`config.mk`:
```
export PLATFORM = sky130hd
export DESIGN_NAME = battery_voltage_gauge_core_flat
export DESIGN_NICKNAME = d
export VERILOG_FILES = /design/src/design/bvg_pkg.sv /design/src/design/bvg_if.sv /design/src/design/battery_voltage_gauge_core.sv /design/src/flat_wrapper.sv
export VERILOG_INCLUDE_DIRS = /design/src /design/src/design
export SDC_FILE = /design/constraint.sdc
export NUM_CORES = 1
export LEC_CHECK = 0
export BUFFER_PORTS_ARGS = -buffer_cell sky130_fd_sc_hd__buf_2
export CAP_MARGIN = 20
export CORE_MARGIN = 1.5
export CORE_UTILIZATION = 43
export DETAILED_ROUTE_END_ITERATION = 12
export PLACE_DENSITY_LB_ADDON = 0.08
export SLEW_MARGIN = 40
export SYNTH_ARGS = -nofsm -noshare
export SYNTH_HDL_FRONTEND = slang
export SYNTH_SLANG_ARGS = --single-unit
export TNS_END_PERCENT = 1
```
`constraint.sdc`:
```
create_clock -name clock -period 15.5 [get_ports clock]
set_input_delay 3.1 -clock clock [delete_from_list [all_inputs] [get_ports clock]]
set_output_delay 3.1 -clock clock [all_outputs]
set_load 0.1 [all_outputs]
```
`src/design/battery_voltage_gauge_core_assert.svh`:
```
// assertion helpers for the battery gauge core
`ifndef BATTERY_VOLTAGE_GAUGE_CORE_ASSERT_SVH
`define BATTERY_VOLTAGE_GAUGE_CORE_ASSERT_SVH

// same-cycle implication, disabled during reset
`define BVG_ASSERT_SAME(label, clk, rst, ante, cons, msg) \
   label: assert property (@(posedge clk) disable iff (rst) (ante) |-> (cons)) \
      else $error(msg);

// next-cycle implication, disabled during reset
`define BVG_ASSERT_NEXT(label, clk, rst, ante, cons, msg) \
   label: assert property (@(posedge clk) disable iff (rst) (ante) |=> (cons)) \
      else $error(msg);

`endif

```
`src/design/bvg_pkg.sv`:
```
`timescale 1ns / 1ps
`default_nettype none

package bvg_pkg;

   localparam int RAW_W     = 10;
   localparam int MV_W      = 15;
   localparam int PCT_W     = 7;
   localparam int CSR_IDX_W = 1;

   // shared multiplier operand and product widths
   localparam int MUL_A_W = 22;
   localparam int MUL_B_W = 14;
   localparam int PROD_W  = MUL_A_W + MUL_B_W;

   localparam logic [MUL_B_W-1:0] ADC_SCALE  = 14'd5000;
   localparam int                 ADC_SHIFT  = 10;
   localparam logic [MUL_B_W-1:0] DIV_SCALE  = 14'd563;
   // ceil(2^20 / 100), overestimates by at most one for 22-bit dividends
   localparam logic [MUL_B_W-1:0] RECIP_100  = 14'd10486;
   localparam int                 RECIP_SHIFT = 20;
   localparam logic [MUL_B_W-1:0] PCT_SCALE  = 14'd100;
   localparam logic [PCT_W-1:0]   PCT_FULL   = 7'd100;
   localparam int                 FILTER_SHIFT = 3;

   localparam int DIV_STEPS = PCT_W;
   localparam int DIV_CNT_W = $clog2(DIV_STEPS);

   localparam logic [MV_W-1:0] EMPTY_RESET = 15'd6000;
   localparam logic [MV_W-1:0] FULL_RESET  = 15'd9000;

   typedef enum logic [CSR_IDX_W-1:0] {
      CSR_EMPTY = 1'b0,
      CSR_FULL  = 1'b1
   } csr_index_type;

endpackage

`default_nettype wire

```
`src/design/bvg_if.sv`:
```
`timescale 1ns / 1ps
`default_nettype none

interface bvg_req_if;
   logic                        valid;
   logic                        ready;
   logic [bvg_pkg::RAW_W-1:0]   raw_sample;

   modport source (output valid, output raw_sample, input ready);
   modport sink (input valid, input raw_sample, output ready);
endinterface

interface bvg_rsp_if;
   logic                        valid;
   logic                        ready;
   logic [bvg_pkg::MV_W-1:0]    filtered_mv;
   logic [bvg_pkg::PCT_W-1:0]   charge_percent;

   modport source (output valid, output filtered_mv, output charge_percent, input ready);
   modport sink (input valid, input filtered_mv, input charge_percent, output ready);
endinterface

interface bvg_csr_if;
   logic                           valid;
   logic                           ready;
   logic [bvg_pkg::CSR_IDX_W-1:0]  index;
   logic [bvg_pkg::MV_W-1:0]       data;

   modport source (output valid, output index, output data, input ready);
   modport sink (input valid, input index, input data, output ready);
endinterface

`default_nettype wire

```
`src/design/battery_voltage_gauge_core.sv`:
```
// Battery gauge: each 10-bit converter sample is scaled to millivolts, smoothed by a
// one-eighth moving average (the first sample after reset loads it directly) and
// returned with a linear charge percentage between the empty and full thresholds.
// One sample is handled at a time under a small sequencer around one shared
// 22x14 multiplier and a one-bit-per-cycle compare-subtract divider. From the
// transfer of a sample the sequencer runs S_ADC, S_SCALE, S_RECIP, S_FIX, S_FILTER
// and S_PCT, then goes to S_DONE when the filtered value lies at or outside the
// thresholds, else first through the 7-step division in S_DIV; the result is offered
// in the same cycle that the block is ready again and a waiting result holds the
// sequencer in its last step. Threshold writes are accepted in every cycle.
`timescale 1ns / 1ps
`default_nettype none

`include "battery_voltage_gauge_core_assert.svh"

module battery_voltage_gauge_core (
   input  wire logic  clock,
   input  wire logic  reset,
   bvg_req_if.sink    req_ch,
   bvg_rsp_if.source  rsp_ch,
   bvg_csr_if.sink    csr_ch
);

   typedef enum logic [3:0] {
      S_IDLE,
      S_ADC,
      S_SCALE,
      S_RECIP,
      S_FIX,
      S_FILTER,
      S_PCT,
      S_DIV,
      S_DONE
   } state_type;

   state_type                              state_ff, state_in;
   logic [bvg_pkg::RAW_W-1:0]              raw_ff, raw_in;
   logic [bvg_pkg::PROD_W-1:0]             prod_ff, prod_in;
   logic [bvg_pkg::MUL_A_W-1:0]            x_ff, x_in;
   logic [bvg_pkg::MV_W-1:0]               q0_ff, q0_in;
   logic [bvg_pkg::MV_W-1:0]               filter_ff, filter_in;
   logic                                   primed_ff, primed_in;
   logic [bvg_pkg::MV_W-1:0]               span_ff, span_in;
   logic [bvg_pkg::PCT_W-1:0]              pct_ff, pct_in;
   logic [bvg_pkg::DIV_CNT_W-1:0]          cnt_ff, cnt_in;
   logic                                   rsp_valid_ff, rsp_valid_in;
   logic [bvg_pkg::MV_W-1:0]               rsp_mv_ff, rsp_mv_in;
   logic [bvg_pkg::PCT_W-1:0]              rsp_pct_ff, rsp_pct_in;
   logic [bvg_pkg::MV_W-1:0]               empty_ff, empty_in;
   logic [bvg_pkg::MV_W-1:0]               full_ff, full_in;

   logic [bvg_pkg::MUL_A_W-1:0]            mul_a;
   logic [bvg_pkg::MUL_B_W-1:0]            mul_b;
   logic [bvg_pkg::PROD_W-1:0]             mul_p;
   logic [bvg_pkg::MV_W-1:0]               scaled_mv;
   logic [bvg_pkg::MV_W:0]                 filter_sum;
   logic [bvg_pkg::MUL_A_W-1:0]            rem;
   logic [bvg_pkg::MUL_A_W-1:0]            trial;
   logic                                   req_xfer;
   logic                                   slot_free;

   assign req_xfer  = req_ch.valid && req_ch.ready;
   assign slot_free = !rsp_valid_ff || rsp_ch.ready;

   assign req_ch.ready          = (state_ff == S_IDLE);
   assign csr_ch.ready          = 1'b1;
   assign rsp_ch.valid          = rsp_valid_ff;
   assign rsp_ch.filtered_mv    = rsp_mv_ff;
   assign rsp_ch.charge_percent = rsp_pct_ff;

   // shared multiplier operand select
   always_comb begin
      unique case (state_ff)
         S_ADC: begin
            mul_a = {{(bvg_pkg::MUL_A_W - bvg_pkg::RAW_W){1'b0}}, raw_ff};
            mul_b = bvg_pkg::ADC_SCALE;
         end
         S_SCALE: begin
            mul_a = {{(bvg_pkg::MUL_A_W - 13){1'b0}}, prod_ff[bvg_pkg::ADC_SHIFT +: 13]};
            mul_b = bvg_pkg::DIV_SCALE;
         end
         S_RECIP: begin
            mul_a = prod_ff[bvg_pkg::MUL_A_W-1:0];
            mul_b = bvg_pkg::RECIP_100;
         end
         S_FIX: begin
            mul_a = {{(bvg_pkg::MUL_A_W - bvg_pkg::MV_W){1'b0}},
                     prod_ff[bvg_pkg::RECIP_SHIFT +: bvg_pkg::MV_W]};
            mul_b = bvg_pkg::PCT_SCALE;
         end
         S_PCT: begin
            mul_a = {{(bvg_pkg::MUL_A_W - bvg_pkg::MV_W){1'b0}}, filter_ff - empty_ff};
            mul_b = bvg_pkg::PCT_SCALE;
         end
         default: begin
            mul_a = '0;
            mul_b = '0;
         end
      endcase
   end

   assign mul_p = {{bvg_pkg::MUL_B_W{1'b0}}, mul_a} *
                  {{bvg_pkg::MUL_A_W{1'b0}}, mul_b};

   // reciprocal estimate is at most one too high
   assign scaled_mv = (prod_ff > {{bvg_pkg::MUL_B_W{1'b0}}, x_ff}) ? q0_ff - 1'b1 : q0_ff;

   assign filter_sum = {1'b0, filter_ff} - {1'b0, filter_ff >> bvg_pkg::FILTER_SHIFT}
                       + {1'b0, scaled_mv >> bvg_pkg::FILTER_SHIFT};

   assign rem   = prod_ff[bvg_pkg::MUL_A_W-1:0];
   assign trial = {{(bvg_pkg::MUL_A_W - bvg_pkg::MV_W){1'b0}}, span_ff} << cnt_ff;

   always_comb begin
      state_in     = state_ff;
      raw_in       = raw_ff;
      prod_in      = prod_ff;
      x_in         = x_ff;
      q0_in        = q0_ff;
      filter_in    = filter_ff;
      primed_in    = primed_ff;
      span_in      = span_ff;
      pct_in       = pct_ff;
      cnt_in       = cnt_ff;
      rsp_valid_in = rsp_valid_ff && !rsp_ch.ready;
      rsp_mv_in    = rsp_mv_ff;
      rsp_pct_in   = rsp_pct_ff;
      empty_in     = empty_ff;
      full_in      = full_ff;

      if (csr_ch.valid) begin
         unique case (bvg_pkg::csr_index_type'(csr_ch.index))
            bvg_pkg::CSR_EMPTY: empty_in = csr_ch.data;
            bvg_pkg::CSR_FULL:  full_in  = csr_ch.data;
         endcase
      end

      unique case (state_ff)
         S_IDLE: begin
            if (req_xfer) begin
               raw_in   = req_ch.raw_sample;
               state_in = S_ADC;
            end
         end
         S_ADC: begin
            prod_in  = mul_p;
            state_in = S_SCALE;
         end
         S_SCALE: begin
            prod_in  = mul_p;
            state_in = S_RECIP;
         end
         S_RECIP: begin
            x_in     = prod_ff[bvg_pkg::MUL_A_W-1:0];
            prod_in  = mul_p;
            state_in = S_FIX;
         end
         S_FIX: begin
            q0_in    = prod_ff[bvg_pkg::RECIP_SHIFT +: bvg_pkg::MV_W];
            prod_in  = mul_p;
            state_in = S_FILTER;
         end
         S_FILTER: begin
            filter_in = primed_ff ? filter_sum[bvg_pkg::MV_W-1:0] : scaled_mv;
            primed_in = 1'b1;
            state_in  = S_PCT;
         end
         S_PCT: begin
            pct_in = '0;
            if (filter_ff <= empty_ff) begin
               state_in = S_DONE;
            end else if (filter_ff >= full_ff) begin
               pct_in   = bvg_pkg::PCT_FULL;
               state_in = S_DONE;
            end else begin
               prod_in  = mul_p;
               span_in  = full_ff - empty_ff;
               cnt_in   = bvg_pkg::DIV_CNT_W'(bvg_pkg::DIV_STEPS - 1);
               state_in = S_DIV;
            end
         end
         S_DIV: begin
            // restoring division, one quotient bit per cycle
            if (rem >= trial) begin
               prod_in        = {{bvg_pkg::MUL_B_W{1'b0}}, rem - trial};
               pct_in[cnt_ff] = 1'b1;
            end
            if (cnt_ff == '0) begin
               state_in = S_DONE;
            end else begin
               cnt_in = cnt_ff - 1'b1;
            end
         end
         S_DONE: begin
            if (slot_free) begin
               rsp_valid_in = 1'b1;
               rsp_mv_in    = filter_ff;
               rsp_pct_in   = pct_ff;
               state_in     = S_IDLE;
            end
         end
         default: state_in = S_IDLE;
      endcase
   end

   always_ff @(posedge clock) begin
      if (reset) begin
         state_ff     <= S_IDLE;
         primed_ff    <= 1'b0;
         filter_ff    <= '0;
         rsp_valid_ff <= 1'b0;
         empty_ff     <= bvg_pkg::EMPTY_RESET;
         full_ff      <= bvg_pkg::FULL_RESET;
      end else begin
         state_ff     <= state_in;
         primed_ff    <= primed_in;
         filter_ff    <= filter_in;
         rsp_valid_ff <= rsp_valid_in;
         empty_ff     <= empty_in;
         full_ff      <= full_in;
      end
      raw_ff     <= raw_in;
      prod_ff    <= prod_in;
      x_ff       <= x_in;
      q0_ff      <= q0_in;
      span_ff    <= span_in;
      pct_ff     <= pct_in;
      cnt_ff     <= cnt_in;
      rsp_mv_ff  <= rsp_mv_in;
      rsp_pct_ff <= rsp_pct_in;
   end

   `BVG_ASSERT_NEXT(a_busy_after_xfer, clock, reset, req_xfer, !req_ch.ready,
      "input accepted while a sample is still in work")
   `BVG_ASSERT_SAME(a_pct_in_range, clock, reset, rsp_valid_ff, rsp_pct_ff <= bvg_pkg::PCT_FULL,
      "charge percentage above full scale")
   `BVG_ASSERT_SAME(a_primed_on_result, clock, reset, rsp_valid_ff, primed_ff,
      "result offered before the filter was loaded")
   `BVG_ASSERT_NEXT(a_div_remainder, clock, reset, (state_ff == S_DIV) && (cnt_ff == '0),
      (rem < {{(bvg_pkg::MUL_A_W - bvg_pkg::MV_W){1'b0}}, span_ff}),
      "division remainder not below the threshold span")

endmodule

`default_nettype wire
```
`src/flat_wrapper.sv`:
```
// flat-port wrapper written by rule: the top's interface ports become plain ports
module battery_voltage_gauge_core_flat 
  (clock, reset, req_ch_valid, req_ch_raw_sample, req_ch_ready, rsp_ch_valid, rsp_ch_filtered_mv, rsp_ch_charge_percent, rsp_ch_ready, csr_ch_valid, csr_ch_index, csr_ch_data, csr_ch_ready);
  bvg_req_if req_ch_i ();
  bvg_rsp_if rsp_ch_i ();
  bvg_csr_if csr_ch_i ();
  input  wire logic clock;
  input  wire logic reset;
  input wire logic [$bits(req_ch_i.valid)-1:0] req_ch_valid;
  input wire logic [$bits(req_ch_i.raw_sample)-1:0] req_ch_raw_sample;
  output wire logic [$bits(req_ch_i.ready)-1:0] req_ch_ready;
  output wire logic [$bits(rsp_ch_i.valid)-1:0] rsp_ch_valid;
  output wire logic [$bits(rsp_ch_i.filtered_mv)-1:0] rsp_ch_filtered_mv;
  output wire logic [$bits(rsp_ch_i.charge_percent)-1:0] rsp_ch_charge_percent;
  input wire logic [$bits(rsp_ch_i.ready)-1:0] rsp_ch_ready;
  input wire logic [$bits(csr_ch_i.valid)-1:0] csr_ch_valid;
  input wire logic [$bits(csr_ch_i.index)-1:0] csr_ch_index;
  input wire logic [$bits(csr_ch_i.data)-1:0] csr_ch_data;
  output wire logic [$bits(csr_ch_i.ready)-1:0] csr_ch_ready;
  assign req_ch_i.valid = req_ch_valid;
  assign req_ch_i.raw_sample = req_ch_raw_sample;
  assign req_ch_ready = req_ch_i.ready;
  assign rsp_ch_valid = rsp_ch_i.valid;
  assign rsp_ch_filtered_mv = rsp_ch_i.filtered_mv;
  assign rsp_ch_charge_percent = rsp_ch_i.charge_percent;
  assign rsp_ch_i.ready = rsp_ch_ready;
  assign csr_ch_i.valid = csr_ch_valid;
  assign csr_ch_i.index = csr_ch_index;
  assign csr_ch_i.data = csr_ch_data;
  assign csr_ch_ready = csr_ch_i.ready;
  battery_voltage_gauge_core u_core (.clock(clock), .reset(reset), .req_ch(req_ch_i), .rsp_ch(rsp_ch_i), .csr_ch(csr_ch_i));
endmodule
```
Word level (Yosys, flattened, before mapping)
Index checks and enable logic that the tools add are counted.
{"block": "word_totals", "regBits": 181, "output_inout_bits": 25}
{"block": "classes", "order_cmp": 6, "multipliers": 1, "mux": 26, "n_addsub": 7, "reduce_logical": 21, "eq_ne": 15, "bitwise": 4, "shift": 1}
{"operator": "22-bit one-hot mux with 5 select lines", "n": 1}
{"operator": "36-bit 2-to-1 mux", "n": 3}
{"operator": "36-bit one-hot mux with 3 select lines", "n": 1}
{"operator": "14-bit one-hot mux with 4 select lines", "n": 1}
{"operator": "36-bit by 22-bit > comparator with 1-bit output", "n": 1}
{"operator": "22-bit by 14-bit multiplier with 36-bit output", "n": 1}
{"operator": "4-bit one-hot mux with 9 select lines", "n": 1}
{"operator": "15-bit 2-to-1 mux", "n": 2}
{"operator": "15-bit subtractor", "n": 2}
{"operator": "22-bit greater-or-equal comparator", "n": 1}
{"operator": "15-bit by 3-bit << shifter with 22-bit output", "n": 1}
{"operator": "22-bit subtractor", "n": 1}
{"operator": "7-bit 2-to-1 mux", "n": 3}
{"operator": "4-bit 2-to-1 mux", "n": 5}
{"operator": "4-bit by 3-bit == test with 1-bit output, second input constant", "n": 4}
{"operator": "15-bit by 12-bit adder with 15-bit output", "n": 1}
{"operator": "15-bit greater-or-equal comparator", "n": 1}
{"operator": "15-bit less-or-equal comparator", "n": 1}
{"operator": "15-bit by 1-bit subtractor with 15-bit output, second input constant", "n": 1}
{"operator": "15-bit by 12-bit subtractor with 15-bit output", "n": 1}
{"operator": "7-bit one-hot mux with 2 select lines", "n": 1}
{"operator": "2-bit AND reduction", "n": 5}
{"operator": "3-bit 2-to-1 mux", "n": 3}
{"operator": "4-bit by 2-bit == test with 1-bit output, second input constant", "n": 2}
{"operator": "other kinds (23)", "n": 37}

Logic depth before layout (Yosys ltp)
Gate-level depths: netlist of run 1.
{"block": "depth", "word_depth": 7, "mapped_depth": 34, "mapped_depth_nobuf": 33}

Worst setup path after synthesis of run 1
No wires, ideal clock.
{"block": "synth_timing", "kind": "register to register", "from": "reg u_core.filter_ff[0] (netlist bit)", "to": "reg u_core.prod_ff[34] (netlist bit), data pin", "path_slack_ns": 7.447, "path_stages_with_launch": 33, "arrival_time_ns": 7.790, "cell_sequence": "dfxtp_1 inv_1 ha_1 fa_1 nand2b_1 a21boi_1 o21ai_1 a21oi_1 or2_2 xor2_1 a221oi_1 a21oi_1 fa_1 inv_1 fa_1 inv_1 fa_1 fa_1 fa_1 inv_1 fa_1 inv_1 ha_1 buf_2 and4_1 and3_1 a2111oi_0 nor2_1 a31oi_1 a21oi_1 a221oi_2 mux2i_1 nand3_1"}
{"block": "synth_via", "elab_chain_cells": 6}
{"item": "start, declared", "line_no": "battery_voltage_gauge_core.sv:41", "source": "logic [bvg_pkg::MV_W-1:0] filter_ff, filter_in;"}
{"item": "start signal, assigned", "line_no": "battery_voltage_gauge_core.sv:217", "source": "filter_ff <= filter_in;"}
{"item": "15-bit subtractor *", "line_no": "battery_voltage_gauge_core.sv:92", "source": "mul_a = {{(bvg_pkg::MUL_A_W - bvg_pkg::MV_W){1'b0}}, filter_ff - empty_ff};"}
{"item": "22-bit one-hot mux with 5 select lines *", "line_no": "battery_voltage_gauge_core.sv:73", "source": "unique case (state_ff)"}
{"item": "22-bit by 14-bit multiplier with 36-bit output *", "line_no": "battery_voltage_gauge_core.sv:102", "source": "assign mul_p = {{bvg_pkg::MUL_B_W{1'b0}}, mul_a} *"}
{"item": "36-bit 2-to-1 mux", "line_no": "battery_voltage_gauge_core.sv:172", "source": "end else if (filter_ff >= full_ff) begin"}
{"item": "36-bit 2-to-1 mux", "line_no": "battery_voltage_gauge_core.sv:170", "source": "if (filter_ff <= empty_ff) begin"}
{"item": "36-bit one-hot mux with 3 select lines *", "line_no": "battery_voltage_gauge_core.sv:138", "source": "unique case (state_ff)"}
{"item": "end signal, assigned", "line_no": "battery_voltage_gauge_core.sv:223", "source": "prod_ff <= prod_in;"}
{"item": "end, declared", "line_no": "battery_voltage_gauge_core.sv:38", "source": "logic [bvg_pkg::PROD_W-1:0] prod_ff, prod_in;"}
Every way passes the cells marked *; elsewhere a longest branch is shown, timed or not. The select of a mux whose other input is x is not followed.
A chain may end at the register's enable or synchronous reset.

Final worst setup path of run 1
{"block": "layout_timing", "from": "reg u_core.state_ff[1]", "to": "reg u_core.prod_ff[34] (netlist bit), data pin"}
{"block": "layout_via", "elab_chain_cells": 7, "elab_cells_between_ends": 14, "classes_between": "1 x mul; 6 x eq/ne; 5 x mux; 2 x reduce/logical"}
{"item": "start, declared", "line_no": "battery_voltage_gauge_core.sv:36", "source": "state_type state_ff, state_in;"}
{"item": "start signal, assigned", "line_no": "battery_voltage_gauge_core.sv:215", "source": "state_ff <= state_in;"}
{"item": "4-bit by 3-bit == test with 1-bit output", "line_no": "battery_voltage_gauge_core.sv:73, battery_voltage_gauge_core.sv:138"}
{"item": "2-bit OR reduction (no line)"}
{"item": "14-bit one-hot mux with 4 select lines", "line_no": "battery_voltage_gauge_core.sv:73"}
{"item": "22-bit by 14-bit multiplier with 36-bit output", "line_no": "battery_voltage_gauge_core.sv:102"}
{"item": "36-bit 2-to-1 mux", "line_no": "battery_voltage_gauge_core.sv:172"}
{"item": "36-bit 2-to-1 mux", "line_no": "battery_voltage_gauge_core.sv:170"}
{"item": "36-bit one-hot mux with 3 select lines *", "line_no": "battery_voltage_gauge_core.sv:138"}
Marked as above.

==> results of run 1 <==
## stage by stage
step	instance area [um^2]	cells	hold slack [ns]	util [%]	power [mW]
after floorplan	20700	2207	0.427	-	2.94
after global placement	21700	2830	0.438	46.3	3.84
after detailed placement	21700	2832	0.444	46.3	3.86
after CTS	22300	2864	0.454	47.5	4.30
after global routing	22300	2864	0.477	47.5	4.67
final	22300	2864	0.452	47.5	4.27
## per-layer routing
| layer | global-route usage, % | part of all wire (%) | up-vias |
|---|---|---|---|
| met5 | 0 | 0.018 | - |
| li1 | - | - | 7327 |
| met3 | 4.18 | 4.5 | 87 |
| met4 | 8.62 | 3.1 | 2 |
| met1 | 32.8 | 44 | 7593 |
| met2 | 42.4 | 49 | 366 |
## placed cells by master (no fill, tap or decap), types with 26 or more instances in the layout
cell type	n
a21o_1	48
a21oi_1	125
and2_1	29
buf_2	53
conb_1	55
dfxtp_1	50
edfxtp_1	130
fa_1	230
ha_1	227
inv_1	401
nand2_1	172
nand3_1	33
nor2_1	126
nor2b_1	26
nor3_1	34
o21ai_0	36
o21ai_1	26
xnor2_1	53
xor2_1	37
## path summary, 6_finish.rpt
kind	from	endpoint	slack, ns
worst max-delay path	u_core.state_ff[1]	u_core.prod_ff[34]	6.26
worst min-delay path	u_core.filter_ff[0]	u_core.rsp_ch.filtered_mv[0]	0.45
worst min register to register	u_core.filter_ff[0]	u_core.rsp_ch.filtered_mv[0]	0.45
worst max register to register	u_core.state_ff[1]	u_core.prod_ff[34]	6.26
## registers in the layout (all words and copies together) (netlist names)
register and count:
u_core.primed_ff 1, u_core.q0_ff 15, u_core.full_ff 15, u_core.raw_ff 10, u_core.cnt_ff 3, u_core.state_ff 4
u_core.empty_ff 15, u_core.rsp_ch.filtered_mv 15, u_core.span_ff 15, u_core.x_ff 22, u_core.rsp_ch.valid 1, u_core.rsp_ch.charge_percent 7
u_core.pct_ff 7, u_core.filter_ff 15, u_core.prod_ff 36
## where the power goes
group / switching [mW] / leakage (nW) / internal [mW]
logic: 1.80 / 8.98 / 1.18
registers: 0.146 / 1.61 / 0.711
clock network: 0.200 / 0.271 / 0.224
## synth_stat cells, types with 13 or more instances
cell,number
a211oi_1,14
a21o_1,48
a21oi_1,125
a31oi_1,16
and2_1,29
and3_1,16
clkbuf_1,45
dfxtp_1,51
edfxtp_1,130
fa_1,230
ha_1,227
inv_1,401
mux2i_1,24
nand2_1,172
nand2b_1,24
nand3_1,33
nor2_1,127
nor2b_1,29
nor3_1,36
o21a_1,13
o21ai_0,36
o21ai_1,26
or3_1,21
xnor2_1,53
xor2_1,37
## worst max-delay path: cells and delay by family, from the launching register on
family          cells  cell delay [ns]
compound gates      6             1.60
fa+ha+maj           7             3.25
buf+inv             6             1.03
flops               1             0.68
mux                 1             0.24
simple gates        9             2.15
## logic make-up (layout without fill, tap and decap cells)
logic type / after synthesis / in the layout / synth area share (%)
mux: 36 / 36 / 2.21
other cells: 2 / 55 / 0.0366
compound gates: 384 / 384 / 12.4
fa+ha+maj: 457 / 457 / 36.3
xor+xnor: 90 / 90 / 3.84
buf+inv: 456 / 506 / 8.37
flops: 181 / 181 / 24.0
simple gates: 548 / 548 / 12.9
## layout make-up
class / count / area, um^2
Fill cell: 4515 / 24600
Multi-Input combinational cell: 1570 / 14100
Sequential cell: 181 / 4930
Inverter: 404 / 1520
Tap cell: 607 / 759
Clock buffer: 22 / 485
Timing Repair Buffer: 70 / 404
Clock inverter: 10 / 67.6
==> out/qor.csv, run 1 <==
stage;metric;value;unit
status;status;complete, no violations;
clocking;postCtsResizedCells;0;
grt;antenna_found_initial;1;
grt;grt_max_degree;53;
worst_hold_path;hp-class;reg2reg;
grt;grtUsageTotal;25.1;%
drt;drc;0;
placement;gp_congestion;0.963;
grt;grt-ovfl-total;0;
setup_path;crit_fanout;52;
clocking;cts_buffer_depth;2;
clocking;clkLatencyLatePin;0.47;ns
synth;yosys-top-cells-area;fa_1, edfxtp_1, ha_1;
cells_and_area;drive_gt1_share;6.38;%
drt;wl_per_cell;21.0;um
grt;grt_pass1_wl;92300;um
sta;slew_headroom;42.4;%
setup_path;worst_setup_path_end_kind;flop;
pwr;vdd_drop_max;0.000165;V
sta;hold_viol;0;
cells_and_area;antenna_cells;0;
worst_hold_path;min_path_cells;0;
clocking;ctsHoldBuffers;0;
setup_path;cpPeakStageDelay;0.68;ns
clocking;cts_buffers;17;
synth;async_flop_share;0;%
setup_path;start_kind;flop;
synth;synth-edff-count;130;
cells_and_area;nets;2732;
clocking;cts_tree;built;
synth;seq_area_frac_synth;24.0;%
setup_path;arrival;9.45;ns
drt;vias;15400;
sta;tightest_slew;0.858;ns
synth;synth_flop_cell;edfxtp_1;
pwr;leakagePower;10.9;nW
floorplanning;dieWidth;221;um
placement;hpwl;50000;um
drt;detail-route-antenna-nets;0;
sta;period_needed;9.24;ns
synth;netlist.top_cell.by_area;fa_1;
sta;setup_slack;6.26;ns
sta;period_share;59.6;%
setup_path;path_common_cell;fa_1;
floorplanning;initial_utilization;43.8;%
floorplanning;dieArea;49000;um^2
clocking;cts_root_buf;clkbuf_16;
grt;grt_pass1_vias;15500;
pwr;power_density;192;nW/um^2
setup_path;slowest_stage;dfxtp_1;
clocking;cts_setup_buffers;0;
sta;finClkSkew;0.0167;ns
drt;wirelength;60000;um
run;maxCapViolations;0;
drt;viasPerCell;5.37;
clocking;cts.sinks;181;
setup_path;rr_worst_depth;29;
synth;synth_top_area_share;22.4;%
clocking;clk_pin_slew_worst_paths;0.07;ns
placement;preCtsSetupSlack;6.30;ns
synth;synth_seq_cells;181;
synth;syn-cell-area;20500;um^2
sta;setup_viol;0;
setup_path;crit_required;15.72;ns
clocking;cts_max_level;4;
sta;max_freq;108;MHz
synth;synth_cell_types;79;
synth;ys_warn_count;0;
sta;final_max_slew_viol_count;0;
placement;io_buffers;54;
drt;drt_iter0_drc;1106;
floorplanning;rows;79;
floorplanning;ioPinCount;56;
drt;dr.pass1.iters;5;
floorplanning;core_area;46900;um^2
synth;avgSynthCellArea;9.53;um^2
sta;setup_tns;0;ns
cells_and_area;area_delta_synth_final;8.52;%
setup_path;crit_type;reg2reg;
sta;rsz0062_at_grt;no;
synth;postSynthCellCount;2154;
floorplanning;die_y;221;um
Note: power is estimated with default switching activity, not from simulation.
==> inputs of run 2 (changes only) <==
Settings changed: ABC_AREA set to 1.
Clock period 15.5 ns to 8.7 ns, I/O delays scaled along.
==> out/qor.csv, run 2 <==
stage;metric;value;unit
worst_hold_path;min_from;u_core.pct_ff[3];
floorplanning;core_area;49200;um^2
clocking;cts_max_level;4;
sta;setup_tns;0;ns
sta;period_share;87.8;%
setup_path;r2r-start;u_core.filter_ff[0];
pwr;power_density;388;nW/um^2
sta;max_freq;131;MHz
synth;seq_area_frac_synth;22.9;%
clocking;cts_root_buf;clkbuf_16;
floorplanning;dieWidth;227;um
cells_and_area;largest_register_ffs;36;
cells_and_area;nets;3254;
synth;synth_cell_types;64;
placement;io_buffers;54;
synth;synth_top_family_by_area;adder cells;
synth;avgSynthCellArea;8.10;um^2
clocking;postCtsResizedCells;0;
sta;hold_viol;0;
sta;finClkSkew;0.0210;ns
grt;grtUsageTotal;28.2;%
cells_and_area;largestRegisters;u_core.prod_ff (36), u_core.x_ff (22);
run;maxCapViolations;0;
synth;async_flop_share;0;%
clocking;clk_pin_slew_worst_paths;0.09;ns
clocking;cts_tree;built;
drt;dr.pass1.iters;6;
synth;syn-cell-area;21500;um^2
setup_path;cpPeakStageDelay;0.57;ns
floorplanning;die_y;227;um
setup_path;crit_required;8.95;ns
setup_path;worst_setup_path_end_kind;flop;
synth;yosys-top-cells-area;fa_1, edfxtp_1, ha_1;
pwr;vdd_drop_max;0.000616;V
sta;tightest_slew;0.797;ns
clocking;clkLatencyLatePin;0.50;ns
cells_and_area;mostFrequentLayoutCells;inv_1, nand2_1, fa_1;
worst_hold_path;hp-class;reg2reg;
cells_and_area;final_common_cell;inv_1;
clocking;cts_buffers;17;
synth;yosys.area_share.simple;17.7;%
clocking;cts_setup_buffers;0;
drt;detail-route-antenna-nets;0;
cells_and_area;fillers;4914;
synth;yosysMostFrequentCell;inv_1;
synth;synth-edff-count;130;
floorplanning;dieArea;51500;um^2
setup_path;crit_family;adder cells;
synth;synthAdderAreaFrac;34.6;%
drt;drt_iter0_drc;1232;
synth;synth_compound_area_share;11.8;%
sta;rsz0062_at_grt;no;
grt;grt-ovfl-total;0;
sta;period_needed;7.64;ns
synth;synthMuxAreaShare;0.232;%
grt;antenna_found_initial;0;
floorplanning;rows;81;
grt;grt_pass1_wl;106000;um
synth;synth_top_cells_by_count;inv_1, nand2_1, fa_1;
placement;preCtsSetupSlack;1.02;ns
grt;grt_pass1_vias;17900;
setup_path;arrival;7.89;ns
synth;synth_top_area_share;21.4;%
synth;ys_warn_count;0;
setup_path;startpoint;u_core.filter_ff[0];
floorplanning;initial_utilization;43.8;%
setup_path;path_common_cell;fa_1;
cells_and_area;drive_gt1_share;6.94;%
placement;gp_congestion;0.964;
setup_path;crit_type;reg2reg;
sta;setup_viol;0;
clocking;cts.sinks;181;
placement;hpwl;58700;um
sta;setup_slack;1.06;ns
cells_and_area;multiInputGateArea;14400;um^2
sta;final_max_slew_viol_count;0;
synth;synthXorXnorAreaFrac;1.38;%
setup_path;path_buf_inv;6;
sta;slew_headroom;46.3;%
clocking;ctsHoldBuffers;0;
clocking;cts_buffer_depth;2;
cells_and_area;regMostFlops;u_core.prod_ff;
synth;netlist.top_cell.by_area;fa_1;
drt;vias;17700;
cells_and_area;antenna_cells;0;
setup_path;start_kind;flop;
floorplanning;ioPinCount;56;
setup_path;crit_fanout;6;
status;status;complete, no violations;
synth;synth_seq_cells;181;
drt;drc;0;
drt;viasPerCell;5.14;
pwr;leakagePower;11.8;nW
setup_path;slowest_stage;fa_1;
cells_and_area;area_delta_synth_final;8.62;%
grt;grt_max_degree;47;
synth;synth_flop_cell;edfxtp_1;
drt;wirelength;69200;um
synth;postSynthCellCount;2661;
cells_and_area;seqCellArea;4920;um^2
drt;wl_per_cell;20.1;um
[run 2: cell types whose count changed after synthesis, moves of 22 or more]
cell	previous run	this run
nor2b_1	29	0
xnor2_1	53	12
nor2_1	127	202
a21oi_1	125	196
inv_1	401	581
inv_2	1	23
a21o_1	48	14
nand2b_1	24	0
nand3_1	33	117
o21ai_0	36	147
nand2_1	172	457
and2_1	29	4
[run 2: per-stage QoR]
step           util (%)  power [mW]  cells  hold WS, ns  instance area (um^2)
2_1_floorplan         -        6.08   2714        0.421                 21700
3_3_place_gp       46.4        8.21   3411        0.428                 22800
3_5_place_dp       46.4        8.19   3411        0.430                 22800
4_1_cts            47.6        9.09   3443        0.451                 23400
5_1_grt            47.6        9.99   3443        0.455                 23400
6_report           47.6        9.08   3443        0.448                 23400
[run 2: path summary, 6_finish.rpt]
path                                                        end  slack (ns)  cells past startpoint
worst min-delay path            u_core.rsp_ch.charge_percent[3]        0.45                      0
worst max-delay path                         u_core.prod_ff[31]        1.06                     31
worst min register to register  u_core.rsp_ch.charge_percent[3]        0.45                      0
worst max register to register               u_core.prod_ff[31]        1.06                     31
[run 2: layout make-up]
class                           count  share of cell area (%)
Timing Repair Buffer               70                    1.67
Clock inverter                     13                   0.593
Clock buffer                       19                    1.94
Multi-Input combinational cell   1888                    61.4
Inverter                          608                    9.77
Tap cell                          664                    3.55
Sequential cell                   181                    21.0
[run 2: logic make-up (layout without fill, tap and decap cells)]
family	after synthesis	in the layout
compound gates	450	450
xor+xnor	34	34
fa+ha+maj	457	457
buf+inv	645	710
flops	181	181
mux	5	5
other cells	2	55
simple gates	887	887
[run 2: worst reg2reg max path, delay by kind of cell (launching register included)]
family / cells / cell delay [ns]
flip-flops: 1 / 0.35
AND/OR/NAND/NOR: 10 / 1.21
buffers and inverters: 6 / 0.40
adder cells (fa/ha/maj): 9 / 4.12
AO/OA/AOI/OAI: 6 / 1.32
[run 2: metal layers]
| metal | track usage, % | share of wire (%) |
|---|---|---|
| met2 | 47.0 | 47 |
| met5 | 0 | 0 |
| met4 | 8.26 | 2.6 |
| met1 | 38.5 | 46 |
| met3 | 3.11 | 4.1 |
[run 2: power by group]
part	internal [mW]	total [mW]	switching, mW
combinational	2.28	6.75	4.47
sequential	1.30	1.51	0.209
clock	0.413	0.824	0.411
total	3.99	9.08	5.09
==> inputs of run 3 (changes only) <==
Settings changed: CELL_PAD_IN_SITES_DETAIL_PLACEMENT set to 2, CELL_PAD_IN_SITES_GLOBAL_PLACEMENT set to 2, CORE_UTILIZATION 43 to 40, TNS_END_PERCENT 1 to 100.
==> out/qor.csv, run 3 (synthesis gave the netlist of run 2 again) <==
stage;metric;value;unit
clocking;cts_max_level;4;
clocking;ctsHoldBuffers;0;
grt;grt-ovfl-total;0;
setup_path;rr_worst_depth;30;
grt;grtUsageTotal;32.9;%
setup_path;slowest_stage;fa_1;
clocking;cts_root_buf;clkbuf_16;
cells_and_area;largest_register_ffs;36;
placement;hpwl;72300;um
drt;wirelength;88300;um
setup_path;worst_setup_path_end_kind;flop;
clocking;cts_tree;built;
sta;period_share;90.1;%
cells_and_area;area_delta_synth_final;9.04;%
worst_hold_path;min_to;u_core.rsp_ch.charge_percent[0];
placement;io_buffers;54;
setup_path;start_kind;flop;
worst_hold_path;min_from;u_core.pct_ff[0];
setup_path;reg2reg_to;u_core.prod_ff[27];
cells_and_area;antenna_cells;0;
clocking;clk_pin_slew_worst_paths;0.08;ns
clocking;clkLatencyLatePin;0.51;ns
cells_and_area;final_common_cell;inv_1;
floorplanning;rows;84;
clocking;cts_buffer_depth;2;
floorplanning;core_area;52900;um^2
setup_path;crit_fanout;5;
setup_path;crit_family;adder cells;
drt;drc;0;
pwr;power_density;412;nW/um^2
run;maxCapViolations;0;
setup_path;path_buf_inv;5;
sta;setup_viol;0;
floorplanning;initial_utilization;40.8;%
placement;gp_congestion;0.935;
sta;final_max_slew_viol_count;0;
pwr;leakagePower;11.8;nW
cells_and_area;fillers;6050;
setup_path;path_common_cell;fa_1;
drt;dr.pass1.iters;5;
sta;finClkSkew;0.0134;ns
sta;max_freq;128;MHz
setup_path;crit_type;reg2reg;
pwr;vdd_drop_max;0.000442;V
status;status;complete, no violations;
sta;slew_headroom;46.8;%
sta;hold_viol;0;
grt;grt_pass1_wl;135000;um
grt;grt_max_degree;47;
drt;vias;19100;
drt;drt_iter0_drc;1072;
sta;setup_tns;0;ns
floorplanning;dieArea;55300;um^2
grt;grt_pass1_vias;21800;
sta;rsz0062_at_grt;no;
floorplanning;dieWidth;235;um
clocking;cts_setup_buffers;0;
drt;wl_per_cell;25.4;um
setup_path;arrival;8.11;ns
floorplanning;die_y;235;um
floorplanning;ioPinCount;56;
setup_path;crit_required;8.97;ns
setup_path;r2r-start;u_core.filter_ff[2];
drt;detail-route-antenna-nets;0;
setup_path;cpPeakStageDelay;0.58;ns
worst_hold_path;min_path_cells;0;
cells_and_area;nets;3259;
grt;antenna_found_initial;1;
cells_and_area;mostFrequentLayoutCells;inv_1, nand2_1, fa_1;
cells_and_area;regMostFlops;u_core.prod_ff;
clocking;cts_buffers;17;
sta;tightest_slew;0.798;ns
cells_and_area;utilization;44.4;%
cells_and_area;largestRegisters;u_core.prod_ff (36), u_core.x_ff (22);
worst_hold_path;hp-class;reg2reg;
clocking;cts.sinks;181;
clocking;postCtsResizedCells;0;
cells_and_area;drive_gt1_share;7.18;%
setup_path;r2r_slack;0.86;ns
drt;viasPerCell;5.49;
sta;period_needed;7.84;ns
==> run 3: cell types whose count changed in the layout (fill, tap and decap cells not counted), sizes merged <==
cell	before	now
bufinv	1	0
clkinv	4	6
inv	616	615
buf	70	75
==> run 3: layout make-up <==
cell class | instances | area [um^2] | area share, %
Clock buffer | 19 | 453 | 1.93
Clock inverter | 13 | 154 | 0.655
Multi-Input combinational cell | 1888 | 14400 | 61.2
Inverter | 608 | 2290 | 9.74
Sequential cell | 181 | 4920 | 21.0
Timing Repair Buffer | 75 | 428 | 1.82
Tap cell | 688 | 861 | 3.66
==> run 3: report_power, final <==
group | total (mW) | internal (mW) | switching [mW]
sequential | 1.55 | 1.30 | 0.254
combinational | 7.29 | 2.38 | 4.91
clock | 0.846 | 0.404 | 0.442
==> run 3: stage by stage <==
stage / total power, mW / std cells / setup WS (ns) / cell area [um^2] / hold WS, ns
2_1_floorplan: 6.08 / 2714 / 2.00 / 21700 / 0.421
5_1_grt: 10.6 / 3472 / 0.411 / 23500 / 0.480
3_3_place_gp: 8.20 / 3440 / 1.12 / 22900 / 0.432
6_report: 9.69 / 3472 / 0.858 / 23500 / 0.463
4_1_cts: 9.72 / 3472 / 0.835 / 23500 / 0.461
3_5_place_dp: 8.60 / 3440 / 0.932 / 22900 / 0.439
==> run 3: how the worst max path moves through the flow <==
stage / slack [ns] / cells past startpoint / end / from
floorplan: 2.00 / 30 / u_core.prod_ff[15] / u_core.filter_ff[0]
global placement: 1.12 / 30 / u_core.prod_ff[27] / u_core.state_ff[0]
detailed placement: 0.93 / 30 / u_core.prod_ff[27] / u_core.state_ff[0]
CTS: 0.84 / 30 / u_core.prod_ff[27] / u_core.filter_ff[2]
global route: 0.41 / 32 / u_core.prod_ff[27] / u_core.filter_ff[0]
finish: 0.86 / 30 / u_core.prod_ff[27] / u_core.filter_ff[2]
==> run 3: worst reg2reg max path: cells and delay by family (launching register included) <==
family,cells,cell delay [ns]
buffers and inverters,5,0.39
adders and majority gates,8,3.99
AOI/OAI and AO/OA,5,0.85
DFF,1,0.57
and+or+nand+nor,12,1.79
==> run 3: metal layers <==
| layer | track usage, % | part of all wire, % | vias to the layer above | wire length (um) |
|---|---|---|---|---|
| met5 | 0 | 0 | - | 0 |
| li1 | - | - | 8637 | - |
| met1 | 39.7 | 41 | 9776 | 36100 |
| met4 | 14.4 | 4.4 | 0 | 3870 |
| met3 | 4.69 | 4.3 | 181 | 3830 |
| met2 | 58.3 | 50 | 469 | 44500 |
